===== src/hw/rtl/bdq_pkg.sv =====
// Package for the bounded double-ended queue with search.
// Holds sizes, command codes and status codes; depends on nothing.
`timescale 1ns / 1ps

package bdq_pkg;

    localparam int DEPTH = 64;
    localparam int AW    = $clog2(DEPTH);
    localparam int CW    = $clog2(DEPTH + 1);

    localparam int CMD_W = 3;
    localparam int VAL_W = 32;
    localparam int ST_W  = 2;
    localparam int LEN_W = 7;

    localparam logic [CMD_W-1:0] CMD_PUSH_FRONT = 3'd0;
    localparam logic [CMD_W-1:0] CMD_PUSH_BACK  = 3'd1;
    localparam logic [CMD_W-1:0] CMD_POP_FRONT  = 3'd2;
    localparam logic [CMD_W-1:0] CMD_POP_BACK   = 3'd3;
    localparam logic [CMD_W-1:0] CMD_SEARCH     = 3'd4;
    localparam logic [CMD_W-1:0] CMD_REMOVE     = 3'd5;
    localparam logic [CMD_W-1:0] CMD_CLEAR      = 3'd6;

    localparam logic [ST_W-1:0] ST_OK        = 2'd0;
    localparam logic [ST_W-1:0] ST_FULL      = 2'd1;
    localparam logic [ST_W-1:0] ST_EMPTY     = 2'd2;
    localparam logic [ST_W-1:0] ST_NOT_FOUND = 2'd3;

endpackage


===== src/hw/rtl/bounded_deque_with_search_core.sv =====
// Bounded double-ended queue with search and remove, held in a circular store.
// Uses bdq_pkg for sizes and codes; the store is a memory with a registered read port.
// Push, pop, clear and no-op requests pass from idle through the finish state to the result.
// Search reads values from the front in order, stopping at the first match or the last value.
// Remove then moves each value behind the match one place forward and cuts the length by one.
// One request in flight, next taken once the result shows; reset clears control, not the store.
`timescale 1ns / 1ps

module bounded_deque_with_search_core (
    input  logic                          i_clk,
    input  logic                          i_rst_n,
    input  logic                          i_in_valid,
    output logic                          o_in_ready,
    input  logic [bdq_pkg::CMD_W-1:0]     i_cmd,
    input  logic signed [bdq_pkg::VAL_W-1:0] i_value,
    output logic                          o_out_valid,
    input  logic                          i_out_ready,
    output logic                          o_found,
    output logic [bdq_pkg::ST_W-1:0]      o_status,
    output logic [bdq_pkg::LEN_W-1:0]     o_length,
    output logic                          o_is_empty
);
    import bdq_pkg::*;

    localparam int SW = CW + 1;

    typedef enum logic [1:0] {
        S_IDLE,
        S_SEARCH,
        S_SHIFT,
        S_FIN
    } t_state;

    t_state            r_state, n_state;
    logic [AW-1:0]     r_front, n_front;
    logic [CW-1:0]     r_count, n_count;
    logic [CMD_W-1:0]  r_cmd, n_cmd;
    logic [VAL_W-1:0]  r_val, n_val;
    logic [CW-1:0]     r_rpos, n_rpos;
    logic [CW-1:0]     r_cpos, n_cpos;
    logic              r_dv, n_dv;
    logic              r_res_found, n_res_found;
    logic [ST_W-1:0]   r_res_status, n_res_status;
    logic              r_ov, n_ov;
    logic              r_o_found, n_o_found;
    logic [ST_W-1:0]   r_o_status, n_o_status;
    logic [CW-1:0]     r_o_len, n_o_len;

    logic [VAL_W-1:0]  mem [DEPTH];
    logic [VAL_W-1:0]  r_q;
    logic [AW-1:0]     raddr;
    logic              we;
    logic [AW-1:0]     waddr;
    logic [VAL_W-1:0]  wdata;
    logic              hit;

    function automatic logic [AW-1:0] slot_of(input logic [AW-1:0] f, input logic [CW-1:0] p);
        logic [SW-1:0] s;
        s = SW'(f) + SW'(p);
        if (s >= SW'(DEPTH)) begin
            s = s - SW'(DEPTH);
        end
        return s[AW-1:0];
    endfunction

    assign o_in_ready  = (r_state == S_IDLE);
    assign o_out_valid = r_ov;
    assign o_found     = r_o_found;
    assign o_status    = r_o_status;
    assign o_length    = LEN_W'(r_o_len);
    assign o_is_empty  = (r_o_len == '0);

    assign hit = r_dv && (r_q == r_val);

    always_comb begin
        n_state      = r_state;
        n_front      = r_front;
        n_count      = r_count;
        n_cmd        = r_cmd;
        n_val        = r_val;
        n_rpos       = r_rpos;
        n_cpos       = r_cpos;
        n_dv         = r_dv;
        n_res_found  = r_res_found;
        n_res_status = r_res_status;
        n_ov         = r_ov;
        n_o_found    = r_o_found;
        n_o_status   = r_o_status;
        n_o_len      = r_o_len;
        raddr        = slot_of(r_front, r_rpos);
        we           = 1'b0;
        waddr        = slot_of(r_front, r_count);
        wdata        = i_value;

        if (r_ov && i_out_ready) begin
            n_ov = 1'b0;
        end

        case (r_state)
            S_IDLE: begin
                if (i_in_valid) begin
                    n_cmd        = i_cmd;
                    n_val        = i_value;
                    n_res_found  = 1'b0;
                    n_res_status = ST_OK;
                    n_rpos       = '0;
                    n_dv         = 1'b0;
                    n_state      = S_FIN;
                    case (i_cmd)
                        CMD_PUSH_FRONT: begin
                            if (r_count >= CW'(DEPTH)) begin
                                n_res_status = ST_FULL;
                            end else begin
                                n_front = (r_front == '0) ? AW'(DEPTH - 1) : r_front - AW'(1);
                                we      = 1'b1;
                                waddr   = n_front;
                                n_count = r_count + CW'(1);
                            end
                        end
                        CMD_PUSH_BACK: begin
                            if (r_count >= CW'(DEPTH)) begin
                                n_res_status = ST_FULL;
                            end else begin
                                we      = 1'b1;
                                n_count = r_count + CW'(1);
                            end
                        end
                        CMD_POP_FRONT: begin
                            if (r_count == '0) begin
                                n_res_status = ST_EMPTY;
                            end else begin
                                n_front = (r_front == AW'(DEPTH - 1)) ? '0 : r_front + AW'(1);
                                n_count = r_count - CW'(1);
                            end
                        end
                        CMD_POP_BACK: begin
                            if (r_count == '0) begin
                                n_res_status = ST_EMPTY;
                            end else begin
                                n_count = r_count - CW'(1);
                            end
                        end
                        CMD_SEARCH, CMD_REMOVE: begin
                            if (r_count == '0) begin
                                n_res_status = ST_NOT_FOUND;
                            end else begin
                                n_state = S_SEARCH;
                            end
                        end
                        CMD_CLEAR: begin
                            n_front = '0;
                            n_count = '0;
                        end
                        default: begin
                        end
                    endcase
                end
            end
            S_SEARCH: begin
                if (hit) begin
                    if (r_cmd == CMD_SEARCH) begin
                        n_res_found = 1'b1;
                        n_state     = S_FIN;
                    end else begin
                        n_rpos  = r_cpos + CW'(1);
                        n_dv    = 1'b0;
                        n_state = S_SHIFT;
                    end
                end else if (r_dv && (r_cpos == r_count - CW'(1))) begin
                    n_res_status = ST_NOT_FOUND;
                    n_dv         = 1'b0;
                    n_state      = S_FIN;
                end else if (r_rpos < r_count) begin
                    n_dv   = 1'b1;
                    n_cpos = r_rpos;
                    n_rpos = r_rpos + CW'(1);
                end else begin
                    n_dv = 1'b0;
                end
            end
            S_SHIFT: begin
                we    = r_dv;
                waddr = slot_of(r_front, r_cpos - CW'(1));
                wdata = r_q;
                if (r_rpos < r_count) begin
                    n_dv   = 1'b1;
                    n_cpos = r_rpos;
                    n_rpos = r_rpos + CW'(1);
                end else begin
                    n_dv = 1'b0;
                    if (!r_dv) begin
                        n_count     = r_count - CW'(1);
                        n_res_found = 1'b1;
                        n_state     = S_FIN;
                    end
                end
            end
            S_FIN: begin
                if (!r_ov || i_out_ready) begin
                    n_ov       = 1'b1;
                    n_o_found  = r_res_found;
                    n_o_status = r_res_status;
                    n_o_len    = r_count;
                    n_state    = S_IDLE;
                end
            end
            default: begin
                n_state = S_IDLE;
            end
        endcase
    end

    always_ff @(posedge i_clk) begin
        if (!i_rst_n) begin
            r_state <= S_IDLE;
            r_front <= '0;
            r_count <= '0;
            r_dv    <= 1'b0;
            r_ov    <= 1'b0;
        end else begin
            r_state <= n_state;
            r_front <= n_front;
            r_count <= n_count;
            r_dv    <= n_dv;
            r_ov    <= n_ov;
        end
        r_cmd        <= n_cmd;
        r_val        <= n_val;
        r_rpos       <= n_rpos;
        r_cpos       <= n_cpos;
        r_res_found  <= n_res_found;
        r_res_status <= n_res_status;
        r_o_found    <= n_o_found;
        r_o_status   <= n_o_status;
        r_o_len      <= n_o_len;
    end

    always_ff @(posedge i_clk) begin
        if (we) begin
            mem[waddr] <= wdata;
        end
        r_q <= mem[raddr];
    end

endmodule

===== config.mk =====
export PLATFORM = sky130hd
export DESIGN_NAME = bounded_deque_with_search_core
export DESIGN_NICKNAME = d
export VERILOG_FILES = /design/src/hw/rtl/bdq_pkg.sv /design/src/hw/rtl/bounded_deque_with_search_core.sv
export SDC_FILE = /design/constraint.sdc
export NUM_CORES = 2
export LEC_CHECK = 0
export BUFFER_PORTS_ARGS = -buffer_cell sky130_fd_sc_hd__buf_2
export CAP_MARGIN = 20
export CORE_ASPECT_RATIO = 1.1
export CORE_MARGIN = 5
export CORE_UTILIZATION = 59
export CTS_BUF_LIST = sky130_fd_sc_hd__clkbuf_8
export DETAILED_ROUTE_END_ITERATION = 6
export PLACE_DENSITY = 0.85
export SLEW_MARGIN = 20
export SYNTH_ARGS = -nofsm -noshare
export SYNTH_HDL_FRONTEND = slang
export SYNTH_SLANG_ARGS = --single-unit

===== constraint.sdc =====
create_clock -name i_clk -period 5.6 [get_ports i_clk]
set_input_delay 1.12 -clock i_clk [delete_from_list [all_inputs] [get_ports i_clk]]
set_output_delay 1.12 -clock i_clk [all_outputs]
set_load 0.01 [all_outputs]

# ---- Word-level counts from Yosys, hierarchy flattened
# Memories as Yosys holds them, arrays and structs flattened. A register that Yosys moved wholly into a read port is not among the register bits.
# Cells that the tools add are included.
dict set report word_totals {
  ff_bits 79
  mem_bits_rw 2048
  input_bits 39
  mem_count 1
}
# name depth width rd rd_ports_with_merged_regs wr line_no
set memory_table {}
lappend memory_table {mem 64 32 1 1 1 bounded_deque_with_search_core.sv:49} ;# logic [VAL_W-1:0] mem [DEPTH];
dict set report op_classes {
  add_sub_neg 13
  magnitude_cmp 5
  n_eq_ne 30
  mux 67
  reduce_logical 28
}
# operator count
set ops {}
lappend ops {{7-bit two-way mux} 13}
lappend ops {{6-bit two-way mux} 10}
lappend ops {{7-bit one-hot mux with 3 select lines} 2}
lappend ops {{32-bit equality test} 1}
lappend ops {{32-bit two-way mux} 1}
lappend ops {{7-bit one-hot mux with 2 select lines} 2}
lappend ops {{6-bit by 7-bit adder with 8-bit output} 3}
lappend ops {{8-bit by 7-bit >= comparator with 1-bit output (second input constant)} 3}
lappend ops {{2-bit two-way mux} 12}
lappend ops {{6-bit by 1-bit subtractor with 6-bit output (second input constant)} 4}
lappend ops {{2-bit inequality test (second input constant)} 11}
lappend ops {{7-bit by 1-bit adder with 7-bit output (second input constant)} 3}
lappend ops {{1-bit two-way mux} 19}
lappend ops {{6-bit one-hot mux with 3 select lines} 1}
lappend ops {{3-bit inequality test (second input constant)} 5}
lappend ops {{7-bit zero test} 2}
lappend ops {{7-bit by 1-bit subtractor with 7-bit output (second input constant)} 2}
lappend ops {{3-bit equality test (second input constant)} 4}
lappend ops {{6-bit one-hot mux with 2 select lines} 1}
lappend ops {{5-bit AND reduction} 2}
lappend ops {{2-bit one-hot mux with 4 select lines} 1}
lappend ops {{4-bit AND reduction} 2}
lappend ops {{7-bit equality test} 1}
lappend ops {{7-bit >= comparator (second input constant)} 1}
lappend ops {{other kinds (25)} 37}

# ---- Depth between registers and ports, before layout
dict set report logic_depth {
  depth_word 7
  depth_mapped 13
  ltp_nobuf 11
}

# ---- Worst setup path before layout
# OpenSTA, ideal clock, no wires.
dict set report synth_timing {
  kind {input port to flip-flop}
  start {in i_cmd[1] in the netlist's numbering}
  end {mem mem[32][0], enable pin}
  setup_time_ns 0.461
  t_arrival_ns 4.899
  t_required_ns 5.139
  path_slack_ns 0.240
  cell_stages 9
  path_buffers 3
  path_cell_list {clkbuf_1 -> nor3_2 -> nand2_1 -> and2_1 -> a221oi_2 -> nand2b_1 -> clkbuf_1 -> buf_2 -> nor3_1}
}
dict set report synth_between {
  elab_chain_len 7
}
# element line_no
set synth_rtl {}
lappend synth_rtl {{from (decl)} bounded_deque_with_search_core.sv:14} ;# input logic [bdq_pkg::CMD_W-1:0] i_cmd,
lappend synth_rtl {{3-bit by 1-bit equality test with 1-bit output or 3-bit zero test (tied branches)} bounded_deque_with_search_core.sv:109} ;# case (i_cmd)
lappend synth_rtl {{2-bit OR reduction (no source line)} -}
lappend synth_rtl {{1-bit two-way mux} -}
lappend synth_rtl {{1-bit two-way mux} bounded_deque_with_search_core.sv:101} ;# if (i_in_valid) begin
lappend synth_rtl {{1-bit one-hot mux with 2 select lines} bounded_deque_with_search_core.sv:99} ;# case (r_state)
lappend synth_rtl {{1-bit two-way mux} bounded_deque_with_search_core.sv:239} ;# if (we) begin
lappend synth_rtl {{1-bit two-way mux (not written as such)} bounded_deque_with_search_core.sv:240} ;# mem[waddr] <= wdata;
lappend synth_rtl {{to (decl)} bounded_deque_with_search_core.sv:49}
# Several ways; a longest one is shown, not always the timed one.

# ---- Final worst setup path
dict set report layout_timing {
  start {reg r_state[0]}
  end {mem mem[56][14], enable pin}
}
dict set report layout_between {
  elab_chain_len 4
}
# element line_no
set layout_rtl {}
lappend layout_rtl {{from (decl)} bounded_deque_with_search_core.sv:34} ;# t_state r_state, n_state;
lappend layout_rtl {{from (signal assigned)} bounded_deque_with_search_core.sv:221} ;# r_state <= n_state;
lappend layout_rtl {{2-bit equality test or 2-bit zero test (tied branches)} bounded_deque_with_search_core.sv:99}
lappend layout_rtl {{1-bit one-hot mux with 2 select lines} bounded_deque_with_search_core.sv:99}
lappend layout_rtl {{1-bit two-way mux} bounded_deque_with_search_core.sv:239}
lappend layout_rtl {{1-bit two-way mux (not written as such)} bounded_deque_with_search_core.sv:240}
# Several ways; a longest one is shown, not always the timed one.

==> out/qor.yml <==
sta:
  period_minus_slack_ns: 4.69
  setup_viol: 0
  relSlewSlack_pct: 23.4
  min_period_over_period_pct: 83.8
  hold_violations: 0
  setup_ws_ns: 0.905
  worst_pin_slew_ns: 1.15
  finalSetupTns_ns: 0
  drv_slew: 0
  fin_skew_ns: 0.0579
  max_freq_ghz: 0.213
  rsz0062_at_grt: "no"
run_status:
  violations: "design-rule violations"
  status: "finished with violations"
place:
  dpl_worst_slack_ns: 0.682
  routabilityCongestion: 0.845
  portBuffers: 51
  hpwl_um: 119000
clocking:
  cts-root-buf: "clkbuf_8"
  cts_setup_buffers: 0
  clk_latency_ns: 1.02
  cts_buffers: 341
  hold_buffers: 0
  h-tree-depth: 5
  cts_resized: 0
  cts_tree: "done"
  clk_pin_slew_ns: 0.06
  cts_sinks: 2159
  clk_path_buf_depth: 4
power_and_ir_drop:
  leakagePower_nw: 29.5
  netSwitchingFraction_pct: 33.4
  power_density_mw_per_mm2: 528
  p_total_mw: 49.5
  intPower_mw: 33.0
  p_seq_share_pct: 40.8
  ir_drop_uv: 498
  pwr-share-clk_pct: 24.7
  switchingPower_mw: 16.6
  comb_power_share_pct: 34.5
setup_path:
  worstSetupStartpointType: "register"
  critPathRequiredTime_ns: 6.22
  crit_type: "register to register"
  cp_max_fo: 32
  crit_arrival_ns: 5.31
  cp-end-kind: "register"
grt:
  grt_pass1_wl_um: 296000
  grt_max_degree: 82
  grt_pass1_vias: 42886
  grt_antenna_before_repair: 7
  grtUsageTotal_pct: 27.5
  grt-ovfl-total: 0
yosys:
  yosys.area.top_type: "edfxtp_1"
  synth_edf_count: 2110
  synthTopCellsByCount: "2,110 x edfxtp_1, 640 x mux4_2, 94 x clkbuf_1, 63 x buf_2, 61 x nor3_1"
  syn_area_mm2: 0.0842
  ys_ff_latch: 2159
  ys.flop_type: "edfxtp_1"
  async_flop_share_pct: 0
  synth_top_area_share_pct: 75.3
  synth_area_leaders: "edfxtp_1 75%, mux4_2 17%, dfxtp_1 1.2%, ha_1 0.51%, xor2_1 0.49%"
  avgSynthCellArea_um2: 23.2
  syn-num-nets: 3705
  seq_area_frac_synth_pct: 76.5
  syn_inst: 3629
  ys_warn_count: 0
  synth_most_common_cell: "edfxtp_1"
  synth_cell_types: 65
floorplan:
  die_h_um: 406
  start_util_pct: 59.3
  pin_count: 52
  core_area_mm2: 0.142
  die_w_um: 370
  dieArea_mm2: 0.150
  rows: 145
min_path:
  hp-class: "primary input to register"
detailed_routing:
  drc: 3
  first_pass_iters: 7
  wl_per_cell_um: 33.2
  postRouteWirelength_um: 204000
  drtIter0Drc: 6620
  num_vias: 41542
  antenna_left: 0
  routed_via_density: 6.77
finish:
  drive_gt1_share_pct: 32.6
  area_growth_pct: 11.5
  finalNetCount: 4054
run:
  drv_cap: 0
==> cell families after synthesis <==
kind of cell,after synthesis,share of synthesized area (%)
buffers and inverters,219,1.22
flip-flops,2159,76.5
multiplexers,709,18.0
AO/OA/AOI/OAI,176,1.39
adder cells (fa/ha/maj),37,0.577
AND/OR/NAND/NOR,251,1.55
XOR/XNOR,78,0.812
==> cells in the final DEF, fill, tap and decap left out, types with 5 or more instances in the layout <==
cell type and count:
a211oi_1 41, mux2_4 12, dfxtp_1 49, o21ai_0 13, nand2b_1 7, xnor2_1 27, clkinv_1 75, ha_1 32
nor2_1 23, nor2_4 12, buf_12 19, nand3_1 25, mux2_2 22, buf_2 51, mux4_2 640, clkbuf_8 362
o22ai_1 9, nor2b_1 43, a21oi_1 54, edfxtp_1 2110, a21o_1 10, nand4_1 6, o21ai_1 12, buf_4 129
mux2i_1 35, nor3_2 53, inv_1 114, and2_1 6, or3_1 5, nor3_1 9, nor4_1 10, nand2_1 38
bufinv_16 8, clkinv_2 43, xor2_1 47
==> flip-flops by register name, indices dropped and copies added (netlist names), 6 cells and up <==
register  count
r_count       7
r_val        32
r_front       6
o_length      7
mem        2048
r_rpos        7
r_cpos        7
r_q          32
==> through the flow <==
step	util (%)	hold slack, ns	std cells	area [µm²]
6_report	66.1	0.305	6135	93800
4_1_cts	66.1	0.225	6131	93800
5_1_grt	66.1	0.270	6135	93800
2_1_floorplan	-	0.400	3629	84200
3_5_place_dp	61.8	0.407	5545	87600
3_3_place_gp	61.8	0.401	5545	87600
==> final timing paths <==
check	from	end	slack, ns	depth (start not counted)
max	r_state[0]	mem[56][14]	0.91	10
min	i_value[12]	r_val[12]	0.31	1
max reg2reg	r_state[0]	mem[56][14]	0.91	10
min reg2reg	r_res_status[1]	o_status[1]	0.42	0
==> power by group through the flow <==
| stage | Sequential (mW) | Clock [mW] | Combinational [mW] |
|---|---|---|---|
| after floorplan | 20.2 | 0 | 11.2 |
| after global placement | 20.5 | 0 | 16.0 |
| after detailed placement | 20.5 | 0 | 16.7 |
| after CTS | 20.2 | 12.4 | 16.9 |
| after global routing | 20.2 | 13.2 | 17.9 |
| final | 20.2 | 12.3 | 17.1 |
==> layout make-up <==
type / count / area [µm²]
flip-flops and latches: 2159 / 64300
clock inverters: 224 / 1130
inverters: 25 / 93.8
multi-input cells: 1251 / 19300
well taps: 1911 / 2390
clock buffers: 362 / 4980
diodes: 3 / 7.51
fillers: 8139 / 48000
repair buffers: 200 / 1610
==> metal layers <==
| metal | GRT usage, % | share of wire [%] | up-vias |
|---|---|---|---|
| met4 | 9.45 | 3.4 | 2 |
| li1 | - | - | 16233 |
| met2 | 45.2 | 51 | 3377 |
| met3 | 6.05 | 12 | 522 |
| met1 | 37.3 | 34 | 21408 |
| met5 | 0 | 0.0059 | - |
==> critical path, cell delays in order, from the launching register on <==
cell and delay, ns:
dfxtp_1 0.33, inv_1 0.12, ha_1 0.62, and3b_1 0.31, nand2_1 0.17, and2_1 0.25
a221oi_1 0.79, and2_1 0.36, nand2_1 0.49, nor3_2 0.30, buf_4 0.56
Note: power is estimated with default switching activity, not from simulation.
